===== config.mk =====
export PLATFORM = sky130hd
export DESIGN_NAME = mac_pdu_demultiplexer_with_lcid
export DESIGN_NICKNAME = d
export VERILOG_FILES = /design/src/rtl/mpd_pkg.sv /design/src/rtl/mpd_parser.sv /design/src/rtl/mpd_out_reg.sv /design/src/rtl/mac_pdu_demultiplexer_with_lcid.sv
export SDC_FILE = /design/constraint.sdc
export NUM_CORES = 1
export LEC_CHECK = 0
export BUFFER_PORTS_ARGS = -buffer_cell sky130_fd_sc_hd__buf_2
export CORE_MARGIN = 5
export CORE_UTILIZATION = 42
export DETAILED_ROUTE_END_ITERATION = 10
export PLACE_DENSITY = 0.67
export SLEW_MARGIN = 20
export SYNTH_ARGS = -nofsm -noshare
export SYNTH_HDL_FRONTEND = slang
export SYNTH_SLANG_ARGS = --single-unit
export TNS_END_PERCENT = 10

===== constraint.sdc =====
create_clock -name clk -period 15.75 [get_ports clk]
set_clock_uncertainty 0.05 [all_clocks]
set_input_delay 1.575 -clock clk [delete_from_list [all_inputs] [get_ports clk]]
set_output_delay 1.575 -clock clk [all_outputs]
set_load 0.02 [all_outputs]

===== src/rtl/mpd_pkg.sv =====
package mpd_pkg;

  localparam int unsigned MaxBlockBytesDefault = 65535;

  localparam int unsigned LcidW   = 6;
  localparam int unsigned ByteW   = 8;
  localparam int unsigned LenW    = 16;
  localparam int unsigned KindW   = 2;
  localparam int unsigned FlagBit = 6;

  localparam logic [LcidW-1:0] PaddingLcidReset = 6'h3F;
  localparam logic [LcidW-1:0] BsrLcidReset     = 6'h3D;

  typedef enum logic [2:0] {
    PH_STOPPED,
    PH_HEADER,
    PH_BSR_SKIP,
    PH_LEN_HIGH,
    PH_LEN_LOW,
    PH_PAYLOAD
  } phase_t;

  typedef enum logic [KindW-1:0] {
    KIND_PAYLOAD,
    KIND_EMPTY,
    KIND_ERROR
  } kind_t;

  typedef enum logic {
    CFG_PADDING_LCID,
    CFG_BSR_LCID
  } cfg_idx_t;

  typedef struct packed {
    logic             valid;
    kind_t            kind;
    logic [LcidW-1:0] channel_id;
    logic [ByteW-1:0] payload_byte;
    logic             sdu_first;
    logic             sdu_last;
  } result_t;

  typedef struct packed {
    phase_t phase;
  } status_t;

endpackage


===== src/rtl/mpd_parser.sv =====
module mpd_parser #(
  parameter int unsigned MAX_BLOCK_BYTES = mpd_pkg::MaxBlockBytesDefault
) (
  input  logic                        clk,
  input  logic                        rst_n,
  input  logic                        accept,
  input  logic                        block_start,
  input  logic [mpd_pkg::LenW-1:0]    block_length,
  input  logic [mpd_pkg::ByteW-1:0]   tb_byte,
  input  logic [mpd_pkg::LcidW-1:0]   padding_lcid,
  input  logic [mpd_pkg::LcidW-1:0]   bsr_lcid,
  output mpd_pkg::result_t            result,
  output mpd_pkg::status_t            status
);

  localparam int unsigned CntW = $clog2(MAX_BLOCK_BYTES + 1);
  localparam int unsigned CmpW = (CntW > mpd_pkg::LenW) ? CntW : mpd_pkg::LenW;

  mpd_pkg::phase_t              phase_r, phase_nxt;
  logic [CntW-1:0]              blk_left_r, blk_left_nxt;
  logic [mpd_pkg::LenW-1:0]     sdu_left_r, sdu_left_nxt;
  logic [mpd_pkg::LcidW-1:0]    chan_r, chan_nxt;
  logic [mpd_pkg::ByteW-1:0]    len_hi_r, len_hi_nxt;
  logic                         in_prog_r, in_prog_nxt;

  always_ff @(posedge clk) begin
    if (!rst_n) begin
      phase_r    <= mpd_pkg::PH_STOPPED;
      blk_left_r <= '0;
      sdu_left_r <= '0;
      chan_r     <= '0;
      len_hi_r   <= '0;
      in_prog_r  <= 1'b0;
    end else if (accept) begin
      phase_r    <= phase_nxt;
      blk_left_r <= blk_left_nxt;
      sdu_left_r <= sdu_left_nxt;
      chan_r     <= chan_nxt;
      len_hi_r   <= len_hi_nxt;
      in_prog_r  <= in_prog_nxt;
    end
  end

  always_comb begin
    logic [mpd_pkg::LcidW-1:0] lcid;
    logic [mpd_pkg::LenW-1:0]  sdu_len;
    logic [CntW-1:0]           blk_cur;
    mpd_pkg::phase_t           ph_cur;

    phase_nxt    = phase_r;
    blk_left_nxt = blk_left_r;
    sdu_left_nxt = sdu_left_r;
    chan_nxt     = chan_r;
    len_hi_nxt   = len_hi_r;
    in_prog_nxt  = in_prog_r;
    ph_cur       = phase_r;
    blk_cur      = blk_left_r;
    lcid         = tb_byte[mpd_pkg::LcidW-1:0];
    sdu_len      = {len_hi_r, tb_byte};

    result              = '0;
    result.kind         = mpd_pkg::KIND_PAYLOAD;
    result.channel_id   = chan_r;

    if (block_start) begin
      if (32'(block_length) > 32'(MAX_BLOCK_BYTES)) begin
        blk_cur = CntW'(MAX_BLOCK_BYTES);
      end else begin
        blk_cur = CntW'(block_length);
      end
      ph_cur       = mpd_pkg::PH_HEADER;
      sdu_left_nxt = '0;
      in_prog_nxt  = 1'b0;
      len_hi_nxt   = '0;
    end

    if (blk_cur == '0) begin
      phase_nxt    = mpd_pkg::PH_STOPPED;
      blk_left_nxt = '0;
    end else begin
      blk_left_nxt = blk_cur - CntW'(1);
      phase_nxt    = ph_cur;
      unique case (ph_cur)
        mpd_pkg::PH_HEADER: begin
          if (lcid == padding_lcid) begin
            phase_nxt = mpd_pkg::PH_STOPPED;
          end else if (lcid == bsr_lcid) begin
            phase_nxt = (blk_left_nxt != '0) ? mpd_pkg::PH_BSR_SKIP : mpd_pkg::PH_STOPPED;
          end else begin
            chan_nxt = lcid;
            if (tb_byte[mpd_pkg::FlagBit]) begin
              phase_nxt = (CmpW'(blk_left_nxt) >= CmpW'(2)) ?
                          mpd_pkg::PH_LEN_HIGH : mpd_pkg::PH_STOPPED;
            end else begin
              len_hi_nxt = '0;
              phase_nxt  = (blk_left_nxt != '0) ? mpd_pkg::PH_LEN_LOW : mpd_pkg::PH_STOPPED;
            end
          end
        end
        mpd_pkg::PH_BSR_SKIP: begin
          phase_nxt = mpd_pkg::PH_HEADER;
        end
        mpd_pkg::PH_LEN_HIGH: begin
          len_hi_nxt = tb_byte;
          phase_nxt  = mpd_pkg::PH_LEN_LOW;
        end
        mpd_pkg::PH_LEN_LOW: begin
          len_hi_nxt = '0;
          if (CmpW'(sdu_len) > CmpW'(blk_left_nxt)) begin
            phase_nxt    = mpd_pkg::PH_STOPPED;
            result.valid = 1'b1;
            result.kind  = mpd_pkg::KIND_ERROR;
          end else if (sdu_len == '0) begin
            phase_nxt        = mpd_pkg::PH_HEADER;
            result.valid     = 1'b1;
            result.kind      = mpd_pkg::KIND_EMPTY;
            result.sdu_first = 1'b1;
            result.sdu_last  = 1'b1;
          end else begin
            sdu_left_nxt = sdu_len;
            in_prog_nxt  = 1'b0;
            phase_nxt    = mpd_pkg::PH_PAYLOAD;
          end
        end
        mpd_pkg::PH_PAYLOAD: begin
          result.valid        = 1'b1;
          result.kind         = mpd_pkg::KIND_PAYLOAD;
          result.payload_byte = tb_byte;
          result.sdu_first    = !in_prog_r;
          result.sdu_last     = (sdu_left_r <= mpd_pkg::LenW'(1));
          sdu_left_nxt        = (sdu_left_r != '0) ? sdu_left_r - mpd_pkg::LenW'(1) : '0;
          in_prog_nxt         = 1'b1;
          if (sdu_left_nxt == '0) begin
            in_prog_nxt = 1'b0;
            phase_nxt   = mpd_pkg::PH_HEADER;
          end
        end
        default: begin
          phase_nxt = mpd_pkg::PH_STOPPED;
        end
      endcase
    end
  end

  assign status.phase = phase_r;

endmodule


===== src/rtl/mpd_out_reg.sv =====
module mpd_out_reg (
  input  logic                      clk,
  input  logic                      rst_n,
  input  logic                      accept,
  input  mpd_pkg::result_t          result,
  input  logic                      out_ready,
  output logic                      out_valid,
  output logic                      in_ready,
  output mpd_pkg::result_t          held
);

  logic             valid_r;
  mpd_pkg::result_t data_r;

  always_ff @(posedge clk) begin
    if (!rst_n) begin
      valid_r <= 1'b0;
    end else if (accept) begin
      valid_r <= result.valid;
    end else if (out_ready) begin
      valid_r <= 1'b0;
    end
  end

  always_ff @(posedge clk) begin
    if (accept && result.valid) begin
      data_r <= result;
    end
  end

  assign in_ready  = !valid_r || out_ready;
  assign out_valid = valid_r;
  assign held      = data_r;

endmodule


===== src/rtl/mac_pdu_demultiplexer_with_lcid.sv =====
// an accepted byte's result is registered in the output register and shown from the next cycle
// throughput: one byte per cycle while out_ready is high; all parsing is one
//   registered pass of phase update and counter decrement
// reset: synchronous active-low rst_n clears the parser to stopped, zeroes its
//   counters, empties the output register and restores the lcid registers
module mac_pdu_demultiplexer_with_lcid #(
  parameter int unsigned MAX_BLOCK_BYTES = mpd_pkg::MaxBlockBytesDefault
) (
  input  logic                        clk,
  input  logic                        rst_n,
  input  logic                        in_valid,
  output logic                        in_ready,
  input  logic                        in_block_start,
  input  logic [mpd_pkg::LenW-1:0]    in_block_length,
  input  logic [mpd_pkg::ByteW-1:0]   in_tb_byte,
  output logic                        out_valid,
  input  logic                        out_ready,
  output logic [mpd_pkg::KindW-1:0]   out_kind,
  output logic [mpd_pkg::LcidW-1:0]   out_channel_id,
  output logic [mpd_pkg::ByteW-1:0]   out_payload_byte,
  output logic                        out_sdu_first,
  output logic                        out_sdu_last,
  input  logic                        cfg_we,
  input  logic                        cfg_index,
  input  logic [mpd_pkg::LcidW-1:0]   cfg_wdata
);

  logic [mpd_pkg::LcidW-1:0] pad_lcid_r;
  logic [mpd_pkg::LcidW-1:0] bsr_lcid_r;
  logic                      accept;
  mpd_pkg::result_t          result;
  mpd_pkg::result_t          held;
  mpd_pkg::status_t          status;

  always_ff @(posedge clk) begin
    if (!rst_n) begin
      pad_lcid_r <= mpd_pkg::PaddingLcidReset;
      bsr_lcid_r <= mpd_pkg::BsrLcidReset;
    end else if (cfg_we) begin
      unique case (mpd_pkg::cfg_idx_t'(cfg_index))
        mpd_pkg::CFG_PADDING_LCID: pad_lcid_r <= cfg_wdata;
        mpd_pkg::CFG_BSR_LCID:     bsr_lcid_r <= cfg_wdata;
        default:                   pad_lcid_r <= pad_lcid_r;
      endcase
    end
  end

  assign accept = in_valid && in_ready;

  mpd_parser #(
    .MAX_BLOCK_BYTES(MAX_BLOCK_BYTES)
  ) u_parser (
    .clk          (clk),
    .rst_n        (rst_n),
    .accept       (accept),
    .block_start  (in_block_start),
    .block_length (in_block_length),
    .tb_byte      (in_tb_byte),
    .padding_lcid (pad_lcid_r),
    .bsr_lcid     (bsr_lcid_r),
    .result       (result),
    .status       (status)
  );

  mpd_out_reg u_out_reg (
    .clk       (clk),
    .rst_n     (rst_n),
    .accept    (accept),
    .result    (result),
    .out_ready (out_ready),
    .out_valid (out_valid),
    .in_ready  (in_ready),
    .held      (held)
  );

  assign out_kind         = held.kind;
  assign out_channel_id   = held.channel_id;
  assign out_payload_byte = held.payload_byte;
  assign out_sdu_first    = held.sdu_first;
  assign out_sdu_last     = held.sdu_last;

  a_empty_marks: assert property (@(posedge clk) disable iff (!rst_n)
    (out_valid && out_kind == mpd_pkg::KIND_EMPTY) |-> (out_sdu_first && out_sdu_last))
    else $error("empty sdu marker without first and last marks");

  a_error_clean: assert property (@(posedge clk) disable iff (!rst_n)
    (out_valid && out_kind == mpd_pkg::KIND_ERROR) |->
      (!out_sdu_first && !out_sdu_last && out_payload_byte == '0))
    else $error("overrun error carries marks or data");

  a_error_stops: assert property (@(posedge clk) disable iff (!rst_n)
    (accept && result.valid && result.kind == mpd_pkg::KIND_ERROR) |=>
      (status.phase == mpd_pkg::PH_STOPPED))
    else $error("parser kept running after an overrun");

  a_reset_empty: assert property (@(posedge clk)
    !rst_n |=> !out_valid)
    else $error("output register not emptied by reset");

endmodule

== Word-level counts from Yosys, hierarchy flattened ==
Cells that the tools add are included.
Storage, ports and cells
  output and inout port bits: 20
  register bits after elaboration: 81
  input port bits: 37
  word-level logic and storage cells: 87
Operators by class
  multiplexer cells: 41
  add/sub/neg operators: 2
  bitwise gates (word level): 5
  equality and inequality tests: 7
  reduce and logical (&&, ||, !) cells: 15
  order comparisons: 3
Operators by type and width (count)
  2-to-1 mux 16 bit: 7
  zero test 16 bit: 3
  2-to-1 mux 8 bit: 5
  2-to-1 mux 3 bit: 12
  one-hot mux 16 bit (2 select lines): 1
  nonzero test 16 bit: 2
  subtractor 16 x 1 -> 16 bit, second input constant: 2
  one-hot mux 8 bit (3 select lines): 1
  greater-or-equal comparator 16 x 2 -> 1 bit, second input constant: 1
  > comparator 16 bit: 1
  less-or-equal comparator 16 x 1 -> 1 bit, second input constant: 1
  one-hot mux 3 bit (5 select lines): 1
  == test 6 bit: 2
  2-to-1 mux 2 bit: 4
  2-to-1 mux 1 bit: 7
  == test 3 x 2 -> 1 bit, second input constant: 2
  == test 3 bit, second input constant: 2
  one-hot mux 3 bit (2 select lines): 1
  NOT 1 bit: 5
  AND reduction 5 bit: 1
  one-hot mux 2 bit (2 select lines): 1
  AND reduction 2 bit: 2
  == test 3 x 1 -> 1 bit, second input constant: 1
  logical AND 1 bit: 2
  other kinds (5): 6

== Logic depth before layout (Yosys ltp) ==
Gate-level depths: netlist of the first run.
  depth after elaboration: 9
  gate-level depth with buffers: 22
  mapped depth without buffers: 16

== Modules after synthesis ==
From an unflattened synthesis of the first run, not the netlist that was laid out.
Second synthesis, totals
  cell total of the unflattened synthesis: 685
  area total of the unflattened synthesis: 5709.2 um2
Modules (own cells, without submodules)
  mpd_parser: times used 1, area each 4549.4 um2, cells each 605, seq. area each 1001.0 um2
  mpd_out_reg: times used 1, area each 620.6 um2, cells each 24, seq. area each 590.6 um2
  mac_pdu_demultiplexer_with_lcid: times used 1, area each 539.3 um2, cells each 56, seq. area each 240.2 um2

== Worst setup path before layout of the first run ==
OpenSTA, ideal clock, no wires.
  path type: input port to flip-flop
  from: input in_block_start
  to: register u_out_reg.data_r, in the netlist u_out_reg.held[0] (enable)
  required time: 15.375 ns
  arrival time: 6.511 ns
  stages on the path: 22
  setup time: 0.325 ns
  path buffers: 7
  slack: 8.864 ns
  cell sequence: buf_6 > buf_6 > buf_2 > buf_1 > buf_2 > buf_1 > mux2i_1 > ha_1 > o21ai_1 > or2_1 > nor3_1 > xor2_1 > ha_1 > nand4_2 > or4_4 > a2111oi_1 > o41ai_2 > o31ai_4 > buf_6 > a21oi_1 > nand2_1 > inv_1
On the way
  cells in the longest elaborated chain, start to end: 7
  elaborated cells on any way between the ends: 11
  those cells by class: add/sub: 1; order compare: 1; eq/ne: 2; mux: 5; reduce/logical: 2
Ends and longest elaborated chain
  start: declaration: RTL line mac_pdu_demultiplexer_with_lcid.sv:13  | input logic in_block_start,
  2-to-1 mux 16 bit: RTL line mpd_parser.sv:65  | if (block_start) begin
  subtractor 16 x 1 -> 16 bit: RTL line mpd_parser.sv:81  | blk_left_nxt = blk_cur - CntW'(1);
  > comparator 16 bit: RTL line mpd_parser.sv:109  | if (CmpW'(sdu_len) > CmpW'(blk_left_nxt)) begin
  2-to-1 mux 3 bit: RTL line mpd_parser.sv:109
  one-hot mux 3 bit (2 select lines): RTL line mpd_parser.sv:83  | unique case (ph_cur)
  2-to-1 mux 3 bit (*): RTL line mpd_parser.sv:77  | if (blk_cur == '0) begin
  logical AND 1 bit (*): RTL line mpd_out_reg.sv:26  | if (accept && result.valid) begin
  end signal: assignment: RTL line mpd_out_reg.sv:27  | data_r <= result;
  end: declaration: RTL line mpd_out_reg.sv:13  | mpd_pkg::result_t data_r;
Mark *: on every way between the ends. The rest lies on a longest branch, timed or not.
A chain may end at the register's enable or synchronous reset.

== Final worst setup path of the first run ==
  from: input in_block_start
  to: register u_out_reg.data_r, in the netlist u_out_reg.held[8] (enable)
Same word-level chain as after synthesis.

==> impl_results.rst, run 1 <==
.. list-table::
   :header-rows: 1

   * - Metric
     - Value
   * - Status
     - finished clean
   * - First-pass GRT wire length
     - 26.21 mm
   * - Antenna cells
     - 0
   * - CP arrival
     - 6.57 ns
   * - Total of cells resized after clock tree synthesis
     - 0
   * - Number of buffer cells added on primary ports
     - 56
   * - Share of Yosys cell area claimed by the top area cell type
     - 22.96%
   * - Post-cts hold buffer count
     - 0
   * - Slowest CP cell
     - sky130_fd_sc_hd__or4_4
   * - Share of total power in sequential cells
     - 41.2%
   * - Top flip-flop cell by instance count after synthesis
     - sky130_fd_sc_hd__dfxtp_1
   * - Flops & latches, synth
     - between 80 and 90
   * - Maximum resistive drop on vdd
     - 0.07078 mV
   * - Ys Warns
     - 0
   * - Type of origin of the critical path
     - primary input
   * - TritonCTS Buffers
     - 9
   * - Wire length on met2
     - 7.069 mm
   * - Biggest area consumer among synthesized cells
     - sky130_fd_sc_hd__dfxtp_1
   * - Unrepaired setup endpoints after global routing
     - no
   * - Area growth syn-to-layout
     - 12.80%
   * - Power Density
     - 88.19 nW/um^2
   * - Worst-skew pair later-pin latency
     - 0.35 ns
   * - Wire length on met1
     - 7.210 mm
   * - Internal portion of total power
     - 0.0003921 W
   * - Number of instances in the synthesized netlist
     - 659
   * - Time the final worst path needs with I/O delays and setup
     - 6.613 ns
   * - Final count of negative-setup-slack endpoints
     - 0
   * - Syn avg cell area
     - 8.337 um^2
   * - Fraction of final layout cells sized beyond drive strength 1
     - 15.57%
   * - Power share of the combinational group
     - around 18%
   * - Ys async rst share
     - 0%
   * - Detailed Route Iter0 Violations
     - 533
   * - Kind of cell adding the most delay to the critical path
     - simple AND/OR/NAND/NOR gates
   * - Overall Global Routing Usage
     - 20.45%
   * - Starting density of the core
     - 43.18%
   * - Kind of capture point of the worst setup path
     - register
   * - Clk pin slew, worst setup/hold paths
     - ~0.06 ns
   * - GR Overflow Total
     - 0
   * - Data required time of the worst path
     - ~16 ns
   * - Post-Route Setup TNS
     - 0 ns
   * - Power dissipated by switching net loads
     - between 0.00015 and 0.0002 W
   * - Post-route DRC violation count
     - 0
   * - Total number of vias
     - 5289
   * - Clock Sink Count
     - 81
   * - Die Span Y
     - 124.4 um
   * - Final #Nets
     - around 750
   * - Number of vias per cell after detailed routing
     - 6.065
   * - Critical path start-end classification
     - in2reg
   * - Core Region
     - 12720 um^2
   * - Top cells by area, synth
     - sky130_fd_sc_hd__dfxtp_1 23%, sky130_fd_sc_hd__edfxtp_1 9.8%, sky130_fd_sc_hd__nor2_1 4.6%
   * - Critical path buffer and inverter count
     - 4
   * - Die Outline Area
     - 15470 um^2
   * - Number of buffers added for setup after CTS
     - 0
   * - Share of the clock period used by the worst path after layout
     - 41.98%
   * - Number of antenna violations at the first check in global routing
     - 0
   * - Relative contribution of the clock network to total power
     - 40.8%
   * - Register area share after synthesis
     - 32.79%
   * - TritonCTS clock tree
     - yes
   * - Path type of the worst min-delay path
     - reg2reg
   * - Static leakage power
     - 2.434 nW
   * - Worst relative slew slack
     - between 40% and 50%
   * - Stage delay of the slowest cell on the critical path
     - 0.60 ns
   * - Number of detailed-route iterations in the first pass
     - 5
   * - Library cell used as clock root buffer
     - sky130_fd_sc_hd__clkbuf_16
   * - Highest signal layer in the routed design
     - met4
   * - Max-capacitance violation count
     - 0
   * - Pin count of the biggest net entering global routing
     - 59
   * - List of cells traversed by the critical path
     - buf_2 -> buf_4 -> mux2_2 -> inv_1 -> ha_1 -> o21ai_1 -> or2_1 -> nor3_1 -> xor2_1 -> ha_1 -> nand4_2 -> or4_4 -> a2111oi_1 -> o41ai_2 -> o31ai_4 -> a21oi_1 -> nand2_1 -> inv_1
   * - Worst slack on hold paths
     - ~0.38 ns
   * - RePlAce Congestion
     - 0.9437
   * - Placed wire-length estimate after detailed placement
     - 11.93 mm
   * - Detailed Route WL
     - around 16 mm
   * - H-Tree Depth
     - 3
   * - Slack of the worst reg-to-reg path
     - 10.81 ns
   * - Transition time at the pin with the least slew margin
     - 0.8955 ns
   * - Chip Width
     - 124.4 um
   * - Post-synthesis cell area
     - 5494 um^2
   * - Highest attainable clock frequency
     - around 150 MHz
   * - Routed wirelength normalized by instance count
     - 18.44 um
   * - Final hold vios
     - 0
   * - Count of pins over their slew limit
     - 0
   * - Vias in the first global route
     - 5037
   * - Max Root-Sink Buffers
     - 2
   * - Number of enable flip-flop cells after synthesis
     - 18
   * - Fraction of power spent switching nets
     - 28.26%
   * - Number of nets with antenna violations after detailed routing
     - 0
   * - Final core occ
     - 48.71%
   * - Number of placed I/O pins
     - 57
   * - Met3 wire length
     - approximately 1.3 mm
   * - Maximum fanout encountered on the critical timing path
     - 58
   * - Synthesized net count
     - 716
   * - Netlist cell types
     - 84
   * - Cell Rows
     - 41
==> layer usage <==
| layer | vias up | global-route usage [%] |
|---|---|---|
| met5 | - | 0 |
| met4 | 0 | 8.833 |
| met3 | 39 | 4.674 |
| met2 | 242 | 31.08 |
| met1 | 2490 | 27.79 |
| li1 | 2518 | - |
==> layout by cell type (no fill, tap or decap), types with 8 or more instances in the layout <==
cell type	synthesis	layout
sky130_fd_sc_hd__a21oi_1	43	43
sky130_fd_sc_hd__a31oi_1	10	10
sky130_fd_sc_hd__a32o_1	9	9
sky130_fd_sc_hd__and2_1	10	10
sky130_fd_sc_hd__buf_2	2	56
sky130_fd_sc_hd__clkbuf_16	0	10
sky130_fd_sc_hd__dfxtp_1	63	63
sky130_fd_sc_hd__edfxtp_1	18	18
sky130_fd_sc_hd__ha_1	20	20
sky130_fd_sc_hd__inv_1	19	19
sky130_fd_sc_hd__mux2i_1	20	20
sky130_fd_sc_hd__nand2_1	59	59
sky130_fd_sc_hd__nand3_1	26	26
sky130_fd_sc_hd__nand4_1	8	8
sky130_fd_sc_hd__nor2_1	67	67
sky130_fd_sc_hd__nor3_1	43	43
sky130_fd_sc_hd__nor4_1	11	11
sky130_fd_sc_hd__o211ai_1	10	10
sky130_fd_sc_hd__o21ai_0	21	21
sky130_fd_sc_hd__xnor2_1	17	17
sky130_fd_sc_hd__xor2_1	16	16
==> final cells by class <==
class,count,area (um^2)
repair buffers,62,325.3
clock inverters,3,46.29
multi-input cells,521,3462
fillers,1269,6525
inverters,20,75.07
clock buffers,13,271.5
flip-flops and latches,81,1802
well taps,172,215.2
==> per-stage QoR <==
stage               power (W)  instance area, um^2  setup slack (ns)  std cells
global placement    0.0003229                 5879             9.101        856
floorplan           0.0002978                 5494             8.864        659
finish              0.0005465                 6197             9.137        872
detailed placement  0.0003258                 5879             8.907        856
global route        0.0005696                 6197             8.887        872
CTS                 0.0005504                 6197             9.232        872
==> final timing paths <==
kind,endpoint,startpoint,cells past startpoint
setup / recovery,u_out_reg.held[8],in_block_start,18
hold / removal,u_out_reg.held[13],u_parser.chan_r[3],0
setup reg to reg,u_out_reg.held[8],u_parser.blk_left_r[0],16
hold reg to reg,u_out_reg.held[13],u_parser.chan_r[3],0
==> power groups by stage <==
stage | registers, W | logic (W) | clock network (W)
global route | 0.000226 | 0.000108 | 0.000236
global placement | 0.000229 | 0.0000936 | 0
CTS | 0.000225 | 0.0000970 | 0.000228
detailed placement | 0.000230 | 0.0000963 | 0
floorplan | 0.000227 | 0.0000703 | 0
finish | 0.000225 | 0.0000982 | 0.000223
==> sequential cells by signal (all words and copies together), names as in the netlist <==
register,cells
u_out_reg.out_valid,1
u_parser.len_hi_r,8
u_parser.status,3
u_parser.in_prog_r,1
u_parser.chan_r,6
pad_lcid_r,6
u_parser.sdu_left_r,16
u_parser.blk_left_r,16
bsr_lcid_r,6
u_out_reg.held,18
==> kinds of logic (layout without fill, tap and decap cells) <==
logic type               after synthesis  after routing  synth area share, %
buffers and inverters                 57             98                4.350
XOR/XNOR                              33             33                5.261
AND/OR/NAND/NOR                      278            278                26.37
adder cells (fa/ha/maj)               20             20                4.555
AO/OA/AOI/OAI                        164            164                21.70
flip-flops                            81             81                32.79
multiplexers                          26             26                4.965
==> cells in the mapped netlist (11+ instances only) <==
| master | count |
|---|---|
| sky130_fd_sc_hd__nor2_1 | 67 |
| sky130_fd_sc_hd__nand3_1 | 26 |
| sky130_fd_sc_hd__nor4_1 | 11 |
| sky130_fd_sc_hd__mux2i_1 | 20 |
| sky130_fd_sc_hd__o21ai_0 | 21 |
| sky130_fd_sc_hd__a21oi_1 | 43 |
| sky130_fd_sc_hd__xnor2_1 | 17 |
| sky130_fd_sc_hd__inv_1 | 19 |
| sky130_fd_sc_hd__edfxtp_1 | 18 |
| sky130_fd_sc_hd__nor3_1 | 43 |
| sky130_fd_sc_hd__xor2_1 | 16 |
| sky130_fd_sc_hd__nand2_1 | 59 |
| sky130_fd_sc_hd__clkbuf_1 | 27 |
| sky130_fd_sc_hd__dfxtp_1 | 63 |
| sky130_fd_sc_hd__ha_1 | 20 |
No activity file was read; power rests on OpenSTA's default activity.
==> run 2, diff against run 1 <==
==> constraint.sdc (replaced) <==
create_clock -name clk -period 6.6 [get_ports clk]
set_clock_uncertainty 0.05 [all_clocks]
set_input_delay 0.66 -clock clk [delete_from_list [all_inputs] [get_ports clk]]
set_output_delay 0.66 -clock clk [all_outputs]
set_load 0.02 [all_outputs]
==> run 2 against run 1 <==
Effect of this change:
- core utilization about the same
- hold slack improved by 0.0036 ns
- sequential power increased by 140%
- die area unchanged
- wire length decreased by 0.23%
- final cell count decreased by 0.11%
- flip-flop and latch count unchanged
- first-iteration DRC count decreased by 8.3%
- sequential share of layout area about the same
==> impl_results.rst, run 2 (synthesized netlist as in run 1, its figures left out) <==
.. list-table::
   :header-rows: 1

   * - Metric
     - Value
   * - Number of antenna violations at the first check in global routing
     - 0 (unchanged)
   * - Power Density
     - 213.6 nW/um^2 (+140%)
   * - Number of detailed-route iterations in the first pass
     - 5 (unchanged)
   * - Stage delay of the slowest cell on the critical path
     - 0.60 ns (about the same)
   * - Post-cts hold buffer count
     - 0 (unchanged)
   * - Number of buffer cells added on primary ports
     - 56 (unchanged)
   * - Startpoint of the worst register-to-register path
     - u_parser.blk_left_r[0]
   * - Clock Sink Count
     - 81 (unchanged)
   * - Highest attainable clock frequency
     - ~180 MHz
   * - Power dissipated by switching net loads
     - 0.0003747 W (+140%)
   * - Critical path buffer and inverter count
     - 3 (-1)
   * - Number of cells on the worst reg-to-reg path
     - 16 (unchanged)
   * - Relative contribution of the clock network to total power
     - 41.8% (+1.0 points)
   * - Number of flip-flops in the largest register
     - 18 (unchanged)
   * - Overall Global Routing Usage
     - 20.91% (+0.46 points)
   * - Worst setup slack before clock tree synthesis
     - 0.8435 ns (-8.063 ns)
   * - Max Root-Sink Buffers
     - 2 (unchanged)
   * - Clk pin slew, worst setup/hold paths
     - 0.06 ns (about the same)
   * - Number of nets with antenna violations after detailed routing
     - 0 (unchanged)
   * - Placed wire-length estimate after detailed placement
     - 11.85 mm (-0.66%)
   * - Number of vias per cell after detailed routing
     - 6.082 (+0.27%)
   * - Worst hold path startpoint
     - u_parser.chan_r[4]
   * - Area growth syn-to-layout
     - 12.84% (about the same)
   * - Share of the clock period used by the worst path after layout
     - roughly 82%
   * - Most common library cell in the layout ignoring fill and taps
     - sky130_fd_sc_hd__nor2_1
   * - Type of origin of the critical path
     - primary input
   * - Die Outline Area
     - 15470 um^2 (unchanged)
   * - Summed area of non-filler cells in the final layout
     - 6200 um^2 (about the same)
   * - Share of total power in sequential cells
     - 40.6% (-0.6 points)
   * - Maximum fanout encountered on the critical timing path
     - 27 (-53%)
   * - Total of cells resized after clock tree synthesis
     - 0 (unchanged)
   * - Library cell used as clock root buffer
     - sky130_fd_sc_hd__clkbuf_16
   * - Starting density of the core
     - 43.18% (unchanged)
   * - Count of pins over their slew limit
     - 0 (unchanged)
   * - Static leakage power
     - 2.435 nW (about the same)
   * - Path type of the worst min-delay path
     - reg2reg
   * - Footprint of the multi-input gates
     - 3462 um^2 (unchanged)
   * - Slack of the worst reg-to-reg path
     - 1.75 ns (-9.06 ns)
   * - RePlAce Congestion
     - 0.9118 (-3.4%)
   * - Kind of cell adding the most delay to the critical path
     - simple AND/OR/NAND/NOR gates
   * - Routed wirelength normalized by instance count
     - 18.42 um (-0.12%)
   * - Layout Cells excl Fill
     - 871 (-0.11%)
   * - Number of buffers added for setup after CTS
     - 0 (unchanged)
   * - Antenna cells
     - 0 (unchanged)
   * - Fraction of power spent switching nets
     - 28.30% (+0.035 points)
   * - Kind of capture point of the worst setup path
     - register
   * - TritonCTS Buffers
     - 9 (unchanged)
   * - Number of fill cells in the layout
     - 1253 (-1.3%)
   * - Number of placed I/O pins
     - 57 (unchanged)
   * - Vias in the first global route
     - 5142 (+2.1%)
   * - Detailed Route Iter0 Violations
     - 489 (-8.3%)
   * - Post-Route Setup TNS
     - 0 ns (unchanged)
   * - Critical path start-end classification
     - in2reg
   * - List of cells traversed by the critical path
     - buf_2 -> mux2_2 -> inv_1 -> ha_1 -> o21ai_1 -> or2_1 -> nor3_1 -> xor2_1 -> ha_1 -> nand4_2 -> or4_4 -> a2111oi_1 -> o41ai_2 -> o31ai_4 -> a21oi_1 -> nand2_1 -> inv_1
   * - TritonCTS clock tree
     - yes
   * - Final hold vios
     - 0 (unchanged)
   * - Post-route worst setup slack
     - 1.155 ns (-7.982 ns)
   * - Status
     - finished clean
   * - Maximum resistive drop on vdd
     - 0.1418 mV (+100%)
   * - Min-Delay Endpoint
     - u_out_reg.held[14]
   * - Transition time at the pin with the least slew margin
     - 0.9577 ns (+0.06229 ns)
   * - Fraction of final layout cells sized beyond drive strength 1
     - 15.59% (+0.022 points)
   * - Max-capacitance violation count
     - 0 (unchanged)
   * - Internal portion of total power
     - 0.0009494 W (+140%)
   * - Worst relative slew slack
     - 35.66% (-4.6 points)
   * - Number of cells traversed by the worst hold path
     - 0 (unchanged)
   * - Power share of the combinational group
     - 17.6% (-0.4 points)
   * - Slowest CP cell
     - sky130_fd_sc_hd__or4_4
   * - Final #Nets
     - 751 (-0.13%)
   * - Detailed Route WL
     - 16.04 mm (-0.23%)
   * - Reg-to-reg critical path endpoint
     - u_out_reg.held[13]
   * - Data required time of the worst path
     - 6.57 ns (-9.14 ns)
   * - Total number of vias
     - 5297 (+0.15%)
   * - Time the final worst path needs with I/O delays and setup
     - 5.445 ns
   * - Post-route DRC violation count
     - 0 (unchanged)
   * - Die Span Y
     - 124.4 um (unchanged)
   * - Pin count of the biggest net entering global routing
     - 42 (-29%)
   * - First-pass GRT wire length
     - 26.81 mm (+2.3%)
   * - Core Region
     - 12720 um^2 (unchanged)
   * - CP arrival
     - 5.41 ns (-1.16 ns)
   * - Chip Width
     - 124.4 um (unchanged)
   * - Worst-skew pair later-pin latency
     - 0.35 ns (about the same)
   * - H-Tree Depth
     - 3 (unchanged)
   * - Number of instances in the placed design
     - 855 (-0.12%)
   * - Unrepaired setup endpoints after global routing
     - no
   * - Cell Rows
     - 41 (unchanged)
   * - Seq. cell area
     - 1802 um^2 (unchanged)
   * - Final count of negative-setup-slack endpoints
     - 0 (unchanged)
   * - Placed instance area
     - 5872 um^2 (-0.13%)
   * - GR Overflow Total
     - 0 (unchanged)
   * - Most used cells in the layout excluding fill and tap cells
     - 67 x sky130_fd_sc_hd__nor2_1, 63 x sky130_fd_sc_hd__dfxtp_1, 59 x sky130_fd_sc_hd__nand2_1
## run 2: cell count changes in the layout (fill, tap and decap cells not counted)
cell and delta:
sky130_fd_sc_hd__clkbuf_16 -1, sky130_fd_sc_hd__bufinv_16 +1, sky130_fd_sc_hd__clkbuf_1 -2, sky130_fd_sc_hd__clkinv_1 +1, sky130_fd_sc_hd__clkinv_4 +1, sky130_fd_sc_hd__buf_4 -1
## run 2: worst max path at each step
| stage | startpoint | to | slack, ns | depth (start not counted) |
|---|---|---|---|---|
| after floorplan | in_block_start | u_out_reg.held[0] | 0.63 | 22 |
| after global placement | in_block_start | u_out_reg.held[12] | 0.99 | 17 |
| after detailed placement | in_block_start | u_out_reg.held[12] | 0.84 | 17 |
| after CTS | in_block_start | u_out_reg.held[4] | 1.20 | 17 |
| after global routing | in_block_start | u_out_reg.held[0] | 0.81 | 17 |
| final | in_block_start | u_out_reg.held[13] | 1.16 | 17 |
## run 2: power groups by stage
stage	combinational (W)	sequential (W)	clock [W]
after detailed placement	0.000229	0.000548	0
after floorplan	0.000168	0.000543	0
final	0.000233	0.000538	0.000553
after global placement	0.000223	0.000547	0
after global routing	0.000259	0.000539	0.000585
after CTS	0.000230	0.000537	0.000564
## run 2: area by class of cell
type                            instances  share of cell area (%)
Clock buffer                           10                   3.855
Clock inverter                          6                   1.433
Inverter                               20                   1.211
Multi-Input combinational cell        521                   55.84
Sequential cell                        81                   29.06
Tap cell                              172                   3.471
Timing Repair Buffer                   61                   5.126
## run 2: layer usage
layer | share of wire [%] | wire [um] | track usage [%]
met2 | 44 | 7072 | 31.14
met1 | 45 | 7219 | 28.89
met5 | 0 | 0 | 0
met4 | 3.2 | 517 | 10.06
met3 | 7.7 | 1230 | 4.202
## run 2: stage by stage
| step | util [%] | power, W | hold WS (ns) |
|---|---|---|---|
| 3_5_place_dp | 46.15 | 0.0007767 | 0.3726 |
| 5_1_grt | 48.73 | 0.001383 | 0.4026 |
| 2_1_floorplan | - | 0.0007106 | 0.3580 |
| 6_report | 48.73 | 0.001324 | 0.3885 |
| 3_3_place_gp | 46.15 | 0.0007707 | 0.3690 |
| 4_1_cts | 48.73 | 0.001332 | 0.3871 |
